## src/sv/ps2fr_pkg.sv

```systemverilog
// ----------------------------------------------------------------------------
// PS/2 frame receiver package
// Shared constants, command and mode codes, and the structs passed between
// the frame core, the byte buffer and the top level.
// ----------------------------------------------------------------------------
package ps2fr_pkg;

    // Byte buffer size and derived widths
    localparam int BUFFER_DEPTH = 16;
    localparam int ADDR_W       = (BUFFER_DEPTH > 1) ? $clog2(BUFFER_DEPTH) : 1;

    // Fixed field widths
    localparam int CMD_W   = 2;
    localparam int INDEX_W = 4;
    localparam int COUNT_W = 4;
    localparam int BYTE_W  = 8;
    localparam int EDGE_W  = 4;
    localparam int ONES_W  = 4;
    localparam int MODE_W  = 2;

    // Frame edge positions (edge count after increment)
    localparam logic [EDGE_W-1:0] EDGE_DATA_FIRST = 4'd2;
    localparam logic [EDGE_W-1:0] EDGE_DATA_LAST  = 4'd9;
    localparam logic [EDGE_W-1:0] EDGE_PARITY     = 4'd10;
    localparam logic [EDGE_W-1:0] EDGE_STOP       = 4'd11;

    // Mouse packet lengths
    localparam logic [ADDR_W-1:0] MOUSE_LEN_STD = ADDR_W'(3);
    localparam logic [ADDR_W-1:0] MOUSE_LEN_EXT = ADDR_W'(4);

    // Input commands
    typedef enum logic [CMD_W-1:0] {
        CMD_EDGE  = 2'd0,
        CMD_READ  = 2'd1,
        CMD_CLEAR = 2'd2
    } cmd_t;

    // Receive modes
    localparam logic [MODE_W-1:0] MODE_COMMAND  = 2'd0;
    localparam logic [MODE_W-1:0] MODE_KEYBOARD = 2'd1;
    localparam logic [MODE_W-1:0] MODE_MOUSE    = 2'd2;

    // Configuration register indexes
    localparam logic REG_RECEIVE_MODE   = 1'b0;
    localparam logic REG_EXTENDED_MOUSE = 1'b1;

    // Buffer write request from the frame core
    typedef struct packed {
        logic              en;
        logic [ADDR_W-1:0] addr;
        logic [BYTE_W-1:0] data;
    } buf_wr_t;

    // Status part of one result beat
    typedef struct packed {
        logic [COUNT_W-1:0] byte_count;
        logic               packet_done;
        logic               parity_error;
        logic               inhibit_request;
        logic               frame_ok;
    } status_t;

endpackage

```

## src/sv/ps2fr_byte_buffer.sv

```systemverilog
// ----------------------------------------------------------------------------
// PS/2 frame receiver byte buffer
// Register file for received bytes: one write port from the frame core,
// one registered read port addressed by the read command.
// ----------------------------------------------------------------------------
module ps2fr_byte_buffer
    import ps2fr_pkg::*;
(
    input  logic               clk,
    input  buf_wr_t            wr,
    input  logic               rd_step,
    input  logic               rd_en,
    input  logic [INDEX_W-1:0] rd_index,
    output logic [BYTE_W-1:0]  rd_data
);

    logic [BYTE_W-1:0] mem_reg [BUFFER_DEPTH];
    logic [BYTE_W-1:0] rd_data_reg;
    logic              rd_in_range;

    // Store good bytes
    always_ff @(posedge clk)
    begin
        if (wr.en)
        begin
            mem_reg[wr.addr] <= wr.data;
        end
    end

    // Answer zero for other commands and for entries beyond the buffer
    assign rd_in_range = ({1'b0, rd_index} < (INDEX_W + 1)'(BUFFER_DEPTH));

    // Load the read data with the result beat, hold it while stalled
    always_ff @(posedge clk)
    begin
        if (rd_step)
        begin
            if (rd_en && rd_in_range)
            begin
                rd_data_reg <= mem_reg[rd_index[ADDR_W-1:0]];
            end
            else
            begin
                rd_data_reg <= '0;
            end
        end
    end

    assign rd_data = rd_data_reg;

endmodule

```

## src/sv/ps2fr_frame_core.sv

```systemverilog
// ----------------------------------------------------------------------------
// PS/2 frame receiver core
// Frame assembly, parity check, byte counting and packet completion.
// One command is applied per enabled cycle.
// ----------------------------------------------------------------------------
module ps2fr_frame_core
    import ps2fr_pkg::*;
(
    input  logic              clk,
    input  logic              rst_n,
    input  logic              step_en,
    input  cmd_t              cmd,
    input  logic              data_bit,
    input  logic [MODE_W-1:0] receive_mode,
    input  logic              extended_mouse,
    output buf_wr_t           buf_wr,
    output status_t           status
);

    logic [EDGE_W-1:0] edge_count_reg, edge_count_next;
    logic [BYTE_W-1:0] shift_byte_reg, shift_byte_next;
    logic [ONES_W-1:0] ones_count_reg, ones_count_next;
    logic              parity_seen_reg, parity_seen_next;
    logic [ADDR_W-1:0] stored_count_reg, stored_count_next;
    logic              done_flag_reg, done_flag_next;
    logic              error_flag_reg, error_flag_next;

    logic [EDGE_W-1:0] edge_inc;
    logic [BYTE_W-1:0] shift_base;
    logic [ONES_W-1:0] ones_base;
    logic [ADDR_W-1:0] count_inc;
    logic              parity_good;
    logic              complete;
    logic              inhibit;
    logic              ok;

    // Frame start clears the shifter and the ones count
    assign edge_inc    = edge_count_reg + 1'b1;
    assign shift_base  = (edge_count_reg == '0) ? '0 : shift_byte_reg;
    assign ones_base   = (edge_count_reg == '0) ? '0 : ones_count_reg;
    assign parity_good = ones_base[0] ^ parity_seen_reg;
    assign count_inc   = (stored_count_reg < ADDR_W'(BUFFER_DEPTH - 1))
                         ? stored_count_reg + 1'b1 : stored_count_reg;

    // Completion rule per mode, on the updated count
    always_comb
    begin
        case (receive_mode)
            MODE_COMMAND: complete = 1'b1;
            MODE_MOUSE:   complete = (count_inc ==
                                      (extended_mouse ? MOUSE_LEN_EXT : MOUSE_LEN_STD));
            default:      complete = 1'b0;
        endcase
    end

    // Next state for one command
    always_comb
    begin
        edge_count_next   = edge_count_reg;
        shift_byte_next   = shift_byte_reg;
        ones_count_next   = ones_count_reg;
        parity_seen_next  = parity_seen_reg;
        stored_count_next = stored_count_reg;
        done_flag_next    = done_flag_reg;
        error_flag_next   = error_flag_reg;
        buf_wr.en         = 1'b0;
        buf_wr.addr       = stored_count_reg;
        buf_wr.data       = shift_base;
        inhibit           = 1'b0;
        ok                = 1'b0;
        if (step_en)
        begin
            case (cmd)
                CMD_EDGE:
                begin
                    edge_count_next = edge_inc;
                    shift_byte_next = shift_base;
                    ones_count_next = ones_base;
                    if (edge_inc inside {[EDGE_DATA_FIRST:EDGE_DATA_LAST]})
                    begin
                        shift_byte_next = {data_bit, shift_base[BYTE_W-1:1]};
                        ones_count_next = ones_base + ONES_W'(data_bit);
                    end
                    else if (edge_inc == EDGE_PARITY)
                    begin
                        parity_seen_next = data_bit;
                    end
                    else if (edge_inc == EDGE_STOP)
                    begin
                        if (parity_good)
                        begin
                            buf_wr.en         = 1'b1;
                            stored_count_next = count_inc;
                            ok                = 1'b1;
                            if (complete)
                            begin
                                done_flag_next = 1'b1;
                                inhibit        = 1'b1;
                            end
                        end
                        else
                        begin
                            error_flag_next   = 1'b1;
                            stored_count_next = '0;
                        end
                        edge_count_next = '0;
                    end
                end
                CMD_CLEAR:
                begin
                    stored_count_next = '0;
                    done_flag_next    = 1'b0;
                    error_flag_next   = 1'b0;
                end
                default:
                begin
                end
            endcase
        end
    end

    // Hold frame and status state
    always_ff @(posedge clk or negedge rst_n)
    begin
        if (!rst_n)
        begin
            edge_count_reg   <= '0;
            shift_byte_reg   <= '0;
            ones_count_reg   <= '0;
            parity_seen_reg  <= 1'b0;
            stored_count_reg <= '0;
            done_flag_reg    <= 1'b0;
            error_flag_reg   <= 1'b0;
        end
        else
        begin
            edge_count_reg   <= edge_count_next;
            shift_byte_reg   <= shift_byte_next;
            ones_count_reg   <= ones_count_next;
            parity_seen_reg  <= parity_seen_next;
            stored_count_reg <= stored_count_next;
            done_flag_reg    <= done_flag_next;
            error_flag_reg   <= error_flag_next;
        end
    end

    // Report status after this command
    assign status.byte_count      = COUNT_W'(stored_count_next);
    assign status.packet_done     = done_flag_next;
    assign status.parity_error    = error_flag_next;
    assign status.inhibit_request = inhibit;
    assign status.frame_ok        = ok;

endmodule

```

## src/sv/ps2_frame_receiver_unit.sv

```systemverilog
// ----------------------------------------------------------------------------
// PS/2 frame receiver unit
// Assembles PS/2 device frames from sampled clock edges, buffers good bytes
// and flags packet completion and parity errors.
// Usage:
//   Slave stream: one beat per command. tuser carries the command (clock
//   falling edge, read buffer entry, clear status); tdata carries the sampled
//   data bit and the buffer index to read.
//   Master stream: exactly one result beat per input beat, in order, with the
//   byte count, sticky done and error flags, the inhibit pulse, the frame-ok
//   mark and the read data (zero unless the beat was a read).
//   Config channel: cfg_index 0 writes the receive mode, 1 the extended mouse
//   select. It is always ready; write it only while the stream is drained.
// Flow: an accepted beat passes through the input register, then the result
//   register; one beat per cycle is sustained while m_axis_tready stays high.
// Reset: frame, count and flags clear, mode returns to mouse, three-byte
//   packets. Buffer contents are undefined until written.
// Stall: while the master side holds tready low, the result register holds and the
//   input register takes at most one more beat and holds it, then s_axis_tready drops; no beat is lost.
// ----------------------------------------------------------------------------
module ps2_frame_receiver_unit
    import ps2fr_pkg::*;
(
    input  logic        clk,
    input  logic        rst_n,
    // Slave stream
    input  logic        s_axis_tvalid,
    output logic        s_axis_tready,
    input  logic [7:0]  s_axis_tdata,   // [0] data_bit, [4:1] read_index, [7:5] zero
    input  logic [1:0]  s_axis_tuser,   // [1:0] cmd
    // Master stream
    output logic        m_axis_tvalid,
    input  logic        m_axis_tready,
    output logic [15:0] m_axis_tdata,   // [3:0] byte_count, [4] packet_done,
                                        // [5] parity_error, [6] inhibit_request,
                                        // [7] frame_ok, [15:8] read_data
    // Configuration write channel
    input  logic        cfg_valid,
    output logic        cfg_ready,
    input  logic        cfg_index,
    input  logic [1:0]  cfg_data
);

    logic               in_valid_reg;
    cmd_t               in_cmd_reg;
    logic               in_bit_reg;
    logic [INDEX_W-1:0] in_index_reg;

    logic               out_valid_reg;
    status_t            out_status_reg;

    logic [MODE_W-1:0]  receive_mode_reg;
    logic               extended_mouse_reg;

    logic               out_advance;
    logic               step_en;
    buf_wr_t            buf_wr;
    status_t            status;
    logic [BYTE_W-1:0]  rd_data;

    // Handshake control
    assign out_advance   = !out_valid_reg || m_axis_tready;
    assign step_en       = in_valid_reg && out_advance;
    assign s_axis_tready = !in_valid_reg || out_advance;
    assign cfg_ready     = 1'b1;

    // Configuration registers
    always_ff @(posedge clk or negedge rst_n)
    begin
        if (!rst_n)
        begin
            receive_mode_reg   <= MODE_MOUSE;
            extended_mouse_reg <= 1'b0;
        end
        else if (cfg_valid && cfg_ready)
        begin
            case (cfg_index)
                REG_RECEIVE_MODE:   receive_mode_reg   <= cfg_data;
                REG_EXTENDED_MOUSE: extended_mouse_reg <= cfg_data[0];
                default:            receive_mode_reg   <= receive_mode_reg;
            endcase
        end
    end

    // Input register: take a beat when empty or whenever the core can move on
    always_ff @(posedge clk or negedge rst_n)
    begin
        if (!rst_n)
        begin
            in_valid_reg <= 1'b0;
        end
        else if (s_axis_tready)
        begin
            in_valid_reg <= s_axis_tvalid;
        end
    end

    always_ff @(posedge clk)
    begin
        if (s_axis_tvalid && s_axis_tready)
        begin
            in_cmd_reg   <= cmd_t'(s_axis_tuser);
            in_bit_reg   <= s_axis_tdata[0];
            in_index_reg <= s_axis_tdata[INDEX_W:1];
        end
    end

    // Frame assembly and status
    ps2fr_frame_core u_core (
        .clk            (clk),
        .rst_n          (rst_n),
        .step_en        (step_en),
        .cmd            (in_cmd_reg),
        .data_bit       (in_bit_reg),
        .receive_mode   (receive_mode_reg),
        .extended_mouse (extended_mouse_reg),
        .buf_wr         (buf_wr),
        .status         (status)
    );

    // Received byte storage, read data loaded with the result beat
    ps2fr_byte_buffer u_buffer (
        .clk      (clk),
        .wr       (buf_wr),
        .rd_step  (step_en),
        .rd_en    (in_cmd_reg == CMD_READ),
        .rd_index (in_index_reg),
        .rd_data  (rd_data)
    );

    // Result register: advance when empty or taken
    always_ff @(posedge clk or negedge rst_n)
    begin
        if (!rst_n)
        begin
            out_valid_reg <= 1'b0;
        end
        else if (out_advance)
        begin
            out_valid_reg <= in_valid_reg;
        end
    end

    always_ff @(posedge clk)
    begin
        if (step_en)
        begin
            out_status_reg <= status;
        end
    end

    assign m_axis_tvalid = out_valid_reg;
    assign m_axis_tdata  = {rd_data,
                            out_status_reg.frame_ok,
                            out_status_reg.inhibit_request,
                            out_status_reg.parity_error,
                            out_status_reg.packet_done,
                            out_status_reg.byte_count};

    // An inhibit pulse only comes with a good frame and the done flag
    assert property (@(posedge clk) disable iff (!rst_n)
        m_axis_tvalid && m_axis_tdata[6] |-> m_axis_tdata[7] && m_axis_tdata[4])
        else $error("inhibit request without good frame or done flag");

    // Input side stalls only behind a held result
    assert property (@(posedge clk) disable iff (!rst_n)
        !s_axis_tready |-> m_axis_tvalid && !m_axis_tready)
        else $error("input stalled while result path free");

    // A stalled result beat keeps its payload
    assert property (@(posedge clk) disable iff (!rst_n)
        m_axis_tvalid && !m_axis_tready |=> m_axis_tvalid && $stable(m_axis_tdata))
        else $error("result beat changed while stalled");

endmodule
```

## config.mk

```make
export PLATFORM = sky130hd
export DESIGN_NAME = ps2_frame_receiver_unit
export DESIGN_NICKNAME = d
export VERILOG_FILES = /design/src/sv/ps2fr_pkg.sv /design/src/sv/ps2fr_byte_buffer.sv /design/src/sv/ps2fr_frame_core.sv /design/src/sv/ps2_frame_receiver_unit.sv
export SDC_FILE = /design/constraint.sdc
export NUM_CORES = 1
export LEC_CHECK = 0
export ABC_CLOCK_PERIOD_IN_PS = 8050
export BUFFER_PORTS_ARGS = -buffer_cell sky130_fd_sc_hd__buf_2
export CAP_MARGIN = 20
export CORE_AREA = 4 4 140 142
export CTS_BUF_LIST = sky130_fd_sc_hd__clkbuf_16
export CTS_CLUSTER_DIAMETER = 80
export DETAILED_ROUTE_END_ITERATION = 8
export DIE_AREA = 0 0 144 146
export PLACE_DENSITY = 0.65
export SETUP_SLACK_MARGIN = 0.4
export SYNTH_ARGS = -nofsm -noshare
export SYNTH_HDL_FRONTEND = slang
export SYNTH_SLANG_ARGS = --single-unit
```

## constraint.sdc

```tcl
create_clock -name clk -period 8.05 [get_ports clk]
set_input_delay 1.2075 -clock clk [delete_from_list [all_inputs] [get_ports clk]]
set_output_delay 1.2075 -clock clk [all_outputs]
set_load 0.03 [all_outputs]
```

==> Word-level counts from Yosys, hierarchy flattened <==
Memories as Yosys holds them, arrays and structs flattened. A register that Yosys moved wholly into a read port is not among the register bits.
Index checks and enable logic that the tools add are counted.
{ "totals": {"ff_bits": 43, "latchBits": 0, "ramBits": 128, "romBits": 0, "input_bits": 18, "word_cells": 92, "n_memories": 1} }
{ "mem_list": {"columns": ["memory", "depth", "width", "rd", "rd_ports_with_merged_regs", "write_ports", "line_no", "text"], "rows": [
  ["u_buffer.mem_reg", 16, 8, 1, 1, 1, "ps2fr_byte_buffer.sv:17", "logic [BYTE_W-1:0] mem_reg [BUFFER_DEPTH];"]
]} }
{ "classes": {"add_sub_neg": 3, "multipliers": 0, "n_div": 0, "magnitude_cmp": 3, "eq_ne": 6, "n_shift": 0, "n_mux": 38, "bitwise_logic": 6, "n_reduce_logical": 16} }
{ "op_table": {"columns": ["op", "count"], "rows": [
  ["$mux W4", 11],
  ["$mux W1", 20],
  ["$mux W8", 2],
  ["$add A4 B1 Y4 const B", 2],
  ["$eq A4 B4 Y1 const B", 2],
  ["$pmux W4 S2", 1],
  ["$pmux W1 S2", 3],
  ["$reduce_and A2 Y1", 3],
  ["$not A1 Y1", 5],
  ["$reduce_or A5 Y1", 1],
  ["$add A4 B1 Y4", 1],
  ["$eq A2 B2 Y1 const B", 2],
  ["$eq A4 B4 Y1", 1],
  ["$ge A4 B2 Y1 const B", 1],
  ["$le A4 B4 Y1 const B", 1],
  ["$logic_not A2 Y1", 2],
  ["$logic_not A4 Y1", 1],
  ["$lt A4 B4 Y1 const B", 1],
  ["$reduce_and A4 Y1", 1],
  ["$logic_and A1 B1 Y1", 3],
  ["$logic_not A1 Y1", 3],
  ["$mux W3", 1],
  ["$eq A2 B1 Y1 const B", 1],
  ["$logic_or A1 B1 Y1", 2],
  ["$xor A1 B1 Y1", 1]
]} }

==> Logic depth before layout (Yosys ltp) <==
Gate-level depths: netlist (run 1).
{ "logic_depth": {"depth_word": 11, "ltp_mapped": 8} }

==> Modules after synthesis <==
From an unflattened synthesis (run 1), not the netlist that was laid out.
{ "unflattened": {"cells_unflattened": 414, "area_unflattened_um2": 7374.6} }
{ "modules_own_cells": {"columns": ["module", "n_inst", "cells_each", "area_each_um2", "seq_area_each_um2"], "rows": [
  ["ps2fr_byte_buffer", 1, 228, 5242.5, 4083.9],
  ["ps2fr_frame_core", 1, 152, 1443.9, 500.5],
  ["ps2_frame_receiver_unit", 1, 34, 688.2, 576.8]
]} }

==> Worst setup path before layout (run 1) <==
Ideal clock, no wire load.
{ "synth_path": {"kind": "in2reg", "start": "input m_axis_tready", "end": "memory u_buffer.mem_reg[0][0], enable pin", "setup_ns": 0.395, "t_arrival_ns": 2.764, "t_required_ns": 7.655, "path_slack_ns": 4.891, "path_stages": 5, "cell_sequence": "nand2b_1 and3_1 clkbuf_1 o211ai_4 nor4_1"} }
{ "synth_via": {"elab_chain_cells": 5} }
{ "synth_lines": {"columns": ["element", "line_no", "text"], "rows": [
  ["start: declaration", "ps2_frame_receiver_unit.sv:33", "input logic m_axis_tready,"],
  ["$logic_or A1 B1 Y1", "ps2_frame_receiver_unit.sv:62", "assign out_advance = !out_valid_reg || m_axis_tready;"],
  ["$logic_and A1 B1 Y1", "ps2_frame_receiver_unit.sv:63", "assign step_en = in_valid_reg && out_advance;"],
  ["$mux W1", "ps2fr_frame_core.sv:71", "if (step_en)"],
  ["$mux W1", "ps2fr_byte_buffer.sv:24", "if (wr.en)"],
  ["$mux W1 (not written as such)", "ps2fr_byte_buffer.sv:26", "mem_reg[wr.addr] <= wr.data;"],
  ["end: declaration", "ps2fr_byte_buffer.sv:17", null]
]} }
Every way passes these cells.

==> Final worst setup path (run 1) <==
{ "layout_path": {"start": "register u_core.edge_count_reg[0]", "end": "memory u_buffer.mem_reg[13][5], enable pin"} }
{ "layout_via": {"elab_chain_cells": 11, "elab_cells_between_ends": 17, "cone_classes": "add/sub: 1; order compare: 2; eq/ne: 2; mux: 9; bitwise: 1; reduce/logical: 2"} }
{ "layout_lines": {"columns": ["element", "line_no", "text"], "rows": [
  ["start: declaration", "ps2fr_frame_core.sv:20", "logic [EDGE_W-1:0] edge_count_reg, edge_count_next;"],
  ["start signal: assignment", "ps2fr_frame_core.sv:137", "edge_count_reg <= edge_count_next;"],
  ["parallel branches: the longest is 6 deep, another holds $add A4 B1 Y4", null, null],
  ["$mux W1 *", "ps2fr_frame_core.sv:79", "if (edge_inc inside {[EDGE_DATA_FIRST:EDGE_DATA_LAST]})"],
  ["$mux W1 *", null, null],
  ["$mux W1 *", "ps2fr_frame_core.sv:71", null],
  ["$mux W1 *", "ps2fr_byte_buffer.sv:24", null],
  ["$mux W1 (not written as such) *", "ps2fr_byte_buffer.sv:26", null]
]} }
Mark *: on every way between the ends.

==> reports/results.tsv, run 1 <==
stage	metric	value	unit
outcome	outcome	finished clean	
synthesis	cells after synthesis	393	
hold_path	worst hold path cell count	2	
timing	Final Hold Fails	0	
synthesis	share of flip-flops with an asynchronous set or reset	14.20	%
cells_and_area	max FFs per register	128	
critical_path	Worst setup EP type	flip-flop	
global_routing	GR Util All Layers	13.37	%
synthesis	Post-Synth XOR/XNOR Area	0.1206	%
synthesis	Cell Area, Synth	7264	um2
cells_and_area	share of cells above drive strength 1	27.87	%
hold_path	end of the worst hold path	u_core.done_flag_reg$_DFF_PN0_	
critical_path	critical path type	reg2reg	
route	via-per-instance ratio	5.302	
placement	PortBufs	32	
clock_tree	CTS tree	done	
floorplan	die height	146	um
timing	fmax	0.3260	GHz
timing	Final min period	3.067	ns
critical_path	setup slack, reg-to-reg	4.98	ns
hold_path	worst hold path class	reg2reg	
clock_tree	clock sink count	176	
clock_tree	CTS Root Cell	clkbuf_16	
global_routing	largest net degree at the start of global routing	33	
cells_and_area	Non-Filler Instances	679	
route	DRC Markers	0	
timing	Setup-failing EPs final	0	
synthesis	simple-gate share of the synthesized area	6.941	%
synthesis	Post-Syn Area per Cell	18.48	um2
clock_tree	Setup Buffers After CTS	0	
timing	fin. max-slew vios	0	
synthesis	mux cell area share after synthesis	13.78	%
critical_path	worst r2r path cells	7	
timing	Max-slew headroom	44.88	%
synthesis	synth unique cells	54	
timing	post-route setup slack	4.983	ns
clock_tree	H-tree levels	4	
placement	Final HPWL DP	8.847	mm
cells_and_area	P&R area growth vs syn	13.66	%
timing	clk_skew	0.006073	ns
cells_and_area	antenna cells	0	
synthesis	Mapped Nets	419	
placement	Placed Cells incl. Taps	648	
global_routing	Overflow after GRT	0	
floorplan	row count	50	
floorplan	I/O pin cnt	37	
power	P per Cell Area	264.9	nW/um2
power	maximum vdd drop	142.1	uV
global_routing	vias in the first global route	3668	
cells_and_area	commonest non-fill, non-tap cell in the layout	edfxtp_1	
synthesis	sequential-to-total area share from yosys stat	71.05	%
route	antenna-violating nets left	0	
power	Static Leak	0.002917	uW
route	Vias	3600	
synthesis	number of synthesized register bits	176	
cells_and_area	most frequent cells in the layout	edfxtp_1 (151), mux4_2 (34), buf_2 (32)	
critical_path	crit start category	flip-flop	
critical_path	RR Endpoint	u_buffer.mem_reg[13][5]$_DFFE_PP_	
floorplan	Initial Utilization	39.36	%
placement	Final GP Congestion	0.8326	
floorplan	die area	21020	um2
hold_path	hold path start	u_core.done_flag_reg$_DFF_PN0_	
route	initial DRC count	324	
floorplan	core area	18460	um2
synthesis	adder-cell share of the synthesized area	1.378	%
placement	pre-CTS setup slack	4.611	ns
clock_tree	clk slew on worst S/H paths	0.06	ns
synthesis	Ys Warns	0	
route	DRT Pass-1 Iters	4	
global_routing	initial antenna violation count	0	
timing	Setup TNS Final	0	ns
global_routing	first-pass GRT wire length	20.96	mm
clock_tree	CTS Buffer Depth	2	
route	total wire length	13.21	mm
clock_tree	hold buffers post-CTS	0	
critical_path	worst endpoint required time	8.10	ns
route	wire per inst	19.46	um
synthesis	largest family of logic cells by synthesized area	multiplexers	
cells_and_area	Nets	459	
clock_tree	CTS Buf Count	17	
synthesis	Synth Flop Type	edfxtp_1	
clock_tree	cts repair resizes	0	
timing	Slew @ Worst Pin	0.8258	ns
clock_tree	clk_lat worst skew	0.42	ns
timing	period utilization	38.10	%
floorplan	die width	144	um
critical_path	CP max FO	8	
timing	RSZ-0062 raised after global routing	no	
critical_path	reg2reg start	u_core.edge_count_reg[0]$_DFFE_PN0P_	
synthesis	Synth Area in Compound Gates	4.375	%
synthesis	Post-synth EDFFs	151	
critical_path	crit path DAT	3.12	ns
run	Max Cap Viol	0	
-- worst max-delay path by stage --
stage	start	to	slack, ns	cells past startpoint
finish	u_core.edge_count_reg[0]$_DFFE_PN0P_	u_buffer.mem_reg[13][5]$_DFFE_PP_	4.98	7
global route	u_core.edge_count_reg[0]$_DFFE_PN0P_	u_buffer.mem_reg[12][1]$_DFFE_PP_	4.74	7
CTS	u_core.edge_count_reg[0]$_DFFE_PN0P_	u_buffer.mem_reg[13][5]$_DFFE_PP_	4.95	7
detailed placement	m_axis_tready	u_buffer.mem_reg[13][6]$_DFFE_PP_	4.61	6
global placement	m_axis_tready	u_buffer.mem_reg[12][6]$_DFFE_PP_	4.61	6
floorplan	m_axis_tready	u_buffer.mem_reg[0][0]$_DFFE_PP_	4.89	5
-- critical path: stages (launching register included) --
cell,delay (ns)
dfrtp_1,0.45
inv_1,0.12
ha_1,0.27
nor3b_2,0.20
nor3_1,0.49
o211a_2,0.35
nand3_1,0.14
nor2_1,0.67
-- routing by layer --
layer  track usage (%)  routed length (um)
met4             5.508                 258
met1             18.33                5891
met2             20.72                6629
met3             2.892                 432
met5                 0                   0
-- stage by stage --
stage               area, um2  util (%)  total power (uW)  hold WS [ns]
floorplan                7264         -              1316        0.4316
global route             8257     44.74              2274        0.4930
global placement         7665     41.53              1373        0.4526
detailed placement       7665     41.53              1387        0.4576
CTS                      8257     44.74              2205        0.4729
finish                   8257     44.74              2187        0.4747
-- cells in the mapped netlist, types with 2 or more instances --
cell / n / share of area, %
nand3_1: 6 / 0.41
edfxtp_1: 151 / 62
nor2_2: 4 / 0.34
dfrtp_1: 24 / 8.3
and2_1: 12 / 1.0
buf_2: 2 / 0.14
o21ai_0: 5 / 0.34
clkbuf_1: 7 / 0.36
a22o_1: 9 / 1.1
nor4_1: 4 / 0.34
ha_1: 8 / 1.4
and3_1: 3 / 0.26
o22ai_1: 2 / 0.17
mux2_2: 6 / 0.93
inv_1: 15 / 0.78
nor2b_1: 10 / 0.86
nor2_1: 10 / 0.52
buf_6: 5 / 0.78
mux4_2: 34 / 11
nand2b_1: 5 / 0.43
nand2_1: 15 / 0.78
mux4_1: 6 / 2.2
nor3_1: 9 / 0.62
a31oi_1: 3 / 0.26
buf_1: 3 / 0.16
a21oi_1: 7 / 0.48
-- cell families after synthesis --
family,Yosys count
mux,47
buf+inv,33
other cells,1
compound gates,40
simple gates,87
flops,176
fa+ha+maj,8
xor+xnor,1
-- where the power goes --
part	switching (uW)	total, uW	internal (uW)
Combinational	155	256	101
Sequential	40.6	1110	1070
Clock	337	822	485
Total	533	2190	1650
-- area by class of cell --
type                       instances  area [um2]
timing repair buffer              39       212.7
clock inverter                    14       166.4
clock buffer                      17       425.4
fill                            1547       10200
sequential                       176        5161
multi-input combinational        184        1942
tap                              234       292.8
inverter                          15       56.30
(Power assumes the default switching activity.)
==> run 2: changes to the inputs <==
Settings changed: ABC_CLOCK_PERIOD_IN_PS 8050 to 2800, PLACE_DENSITY 0.65 to 0.67.
Clock period 8.05 ns to 2.8 ns, I/O delays scaled along.
==> run 2 against run 1 <==
Against the previous run: sequential cell count unchanged; combinational power increased to 4.0 times the previous value; first-iteration DRC count decreased by 26%; critical endpoint is now u_buffer.mem_reg[8][5]$_DFFE_PP_; highest routed layer unchanged; non-clock buffer count increased by 32; critical path depth increased by 2; clock-buffer cell count unchanged; sequential power increased to 2.9 times the previous value.
==> reports/results.tsv, run 2 (synthesis results as in run 1) <==
stage	metric	value	unit
outcome	outcome	finished clean	
floorplan	row count	50	
route	initial DRC count	240	
timing	Setup-failing EPs final	0	
clock_tree	CTS tree	done	
cells_and_area	P&R area growth vs syn	19.57	%
critical_path	worst endpoint required time	2.95	ns
clock_tree	CTS Root Cell	clkbuf_16	
timing	Setup TNS Final	0	ns
route	total wire length	14.45	mm
clock_tree	CTS Buffer Depth	2	
clock_tree	H-tree levels	4	
cells_and_area	antenna cells	0	
timing	Max-slew headroom	46.49	%
timing	fmax	0.4209	GHz
floorplan	die width	144	um
power	maximum vdd drop	363.7	uV
route	Vias	3818	
global_routing	first-pass GRT wire length	22.76	mm
route	DRT Pass-1 Iters	5	
timing	clk_skew	0.008811	ns
critical_path	worst r2r path cells	9	
clock_tree	clk_lat worst skew	0.43	ns
critical_path	crit start category	flip-flop	
route	wire per inst	20.29	um
critical_path	crit path DAT	2.52	ns
cells_and_area	Nets	491	
global_routing	vias in the first global route	3966	
floorplan	core area	18460	um2
route	DRC Markers	0	
floorplan	I/O pin cnt	37	
clock_tree	CTS Buf Count	17	
hold_path	worst hold path cell count	1	
cells_and_area	most frequent cells in the layout	edfxtp_1 (151), mux4_2 (34), buf_2 (32)	
placement	PortBufs	32	
cells_and_area	max FFs per register	128	
hold_path	worst hold path class	in2reg	
run	Max Cap Viol	0	
critical_path	CP max FO	8	
cells_and_area	share of cells above drive strength 1	36.19	%
timing	Final Hold Fails	0	
timing	RSZ-0062 raised after global routing	yes	
timing	period utilization	84.85	%
global_routing	largest net degree at the start of global routing	33	
floorplan	die area	21020	um2
cells_and_area	fin util	47.06	%
global_routing	initial antenna violation count	0	
floorplan	Initial Utilization	39.36	%
critical_path	Worst setup EP type	flip-flop	
timing	fin. max-slew vios	0	
placement	Final HPWL DP	9.229	mm
placement	Final GP Congestion	0.8530	
clock_tree	clk slew on worst S/H paths	0.07	ns
floorplan	die height	146	um
global_routing	GR Util All Layers	14.54	%
route	antenna-violating nets left	0	
power	Static Leak	0.003144	uW
clock_tree	clock sink count	176	
global_routing	Overflow after GRT	0	
power	P per Cell Area	754.4	nW/um2
timing	Slew @ Worst Pin	0.8018	ns
route	via-per-instance ratio	5.362	
cells_and_area	commonest non-fill, non-tap cell in the layout	edfxtp_1	
timing	Hold Slack	0.1602	ns
critical_path	critical path type	reg2reg	
timing	Final min period	2.376	ns
## run 2: final timing paths
path / from / to / slack [ns]
max in group asynchronous: rst_n / u_core.edge_count_reg[0]$_DFFE_PN0P_ / 1.83
min: s_axis_tdata[0] / in_bit_reg$_DFFE_PP_ / 0.16
max reg2reg: u_core.edge_count_reg[0]$_DFFE_PN0P_ / u_buffer.mem_reg[8][5]$_DFFE_PP_ / 0.42
min in group asynchronous: rst_n / m_axis_tvalid$_DFFE_PN0P_ / 0.56
min reg2reg: u_core.done_flag_reg$_DFF_PN0_ / u_core.done_flag_reg$_DFF_PN0_ / 0.47
max: u_core.edge_count_reg[0]$_DFFE_PN0P_ / u_buffer.mem_reg[8][5]$_DFFE_PP_ / 0.42
## run 2: cell type report
class	instances	area (um2)
clock buffers	17	425.4
clock inverters	15	165.2
fillers	1499	9769
inverters	15	58.81
multi-input cells	184	2054
flip-flops and latches	176	5165
well taps	234	292.8
repair buffers	71	524.3
## run 2: stage by stage
| stage | instance area, um2 | total power, uW | setup slack, ns | instances |
|---|---|---|---|---|
| final | 8686 | 6552 | 0.4243 | 712 |
| after global routing | 8686 | 6827 | 0.3588 | 712 |
| after CTS | 8592 | 6516 | 0.4044 | 707 |
| after detailed placement | 7831 | 4045 | 0.09157 | 661 |
| after global placement | 7831 | 3999 | 0.1886 | 661 |
| after floorplan | 7302 | 3792 | 0.3217 | 393 |
## run 2: metal layers
layer,routed length (um),part of all wire (%),track usage [%],vias up
li1,-,-,-,1716
met1,6359,44,19.92,1998
met2,7321,51,22.91,87
met3,495,3.4,2.990,17
met4,270,1.9,5.508,0
met5,0,0,0,-
## run 2: what timing repair did
item,CTS,global route
pin swaps,7,7
hold buffers,1,0
hold endpoints to repair,22,0
setup buffers,13,5
setup endpoints to repair,106,65
gates resized for setup,14,11
## run 2: worst max-delay path, stage by stage, from the launching register on
cell and delay [ns]:
dfrtp_2 0.41, inv_4 0.05, ha_4 0.17, buf_6 0.11, nor4b_4 0.28, and3b_2 0.30
o211ai_4 0.10, or3_4 0.40, nor2_4 0.13, buf_12 0.13
## run 2: report_power, final
| part | switching, uW | internal, uW |
|---|---|---|
| logic | 572 | 463 |
| clock network | 1050 | 1270 |
| registers | 116 | 3070 |
| total | 1740 | 4810 |
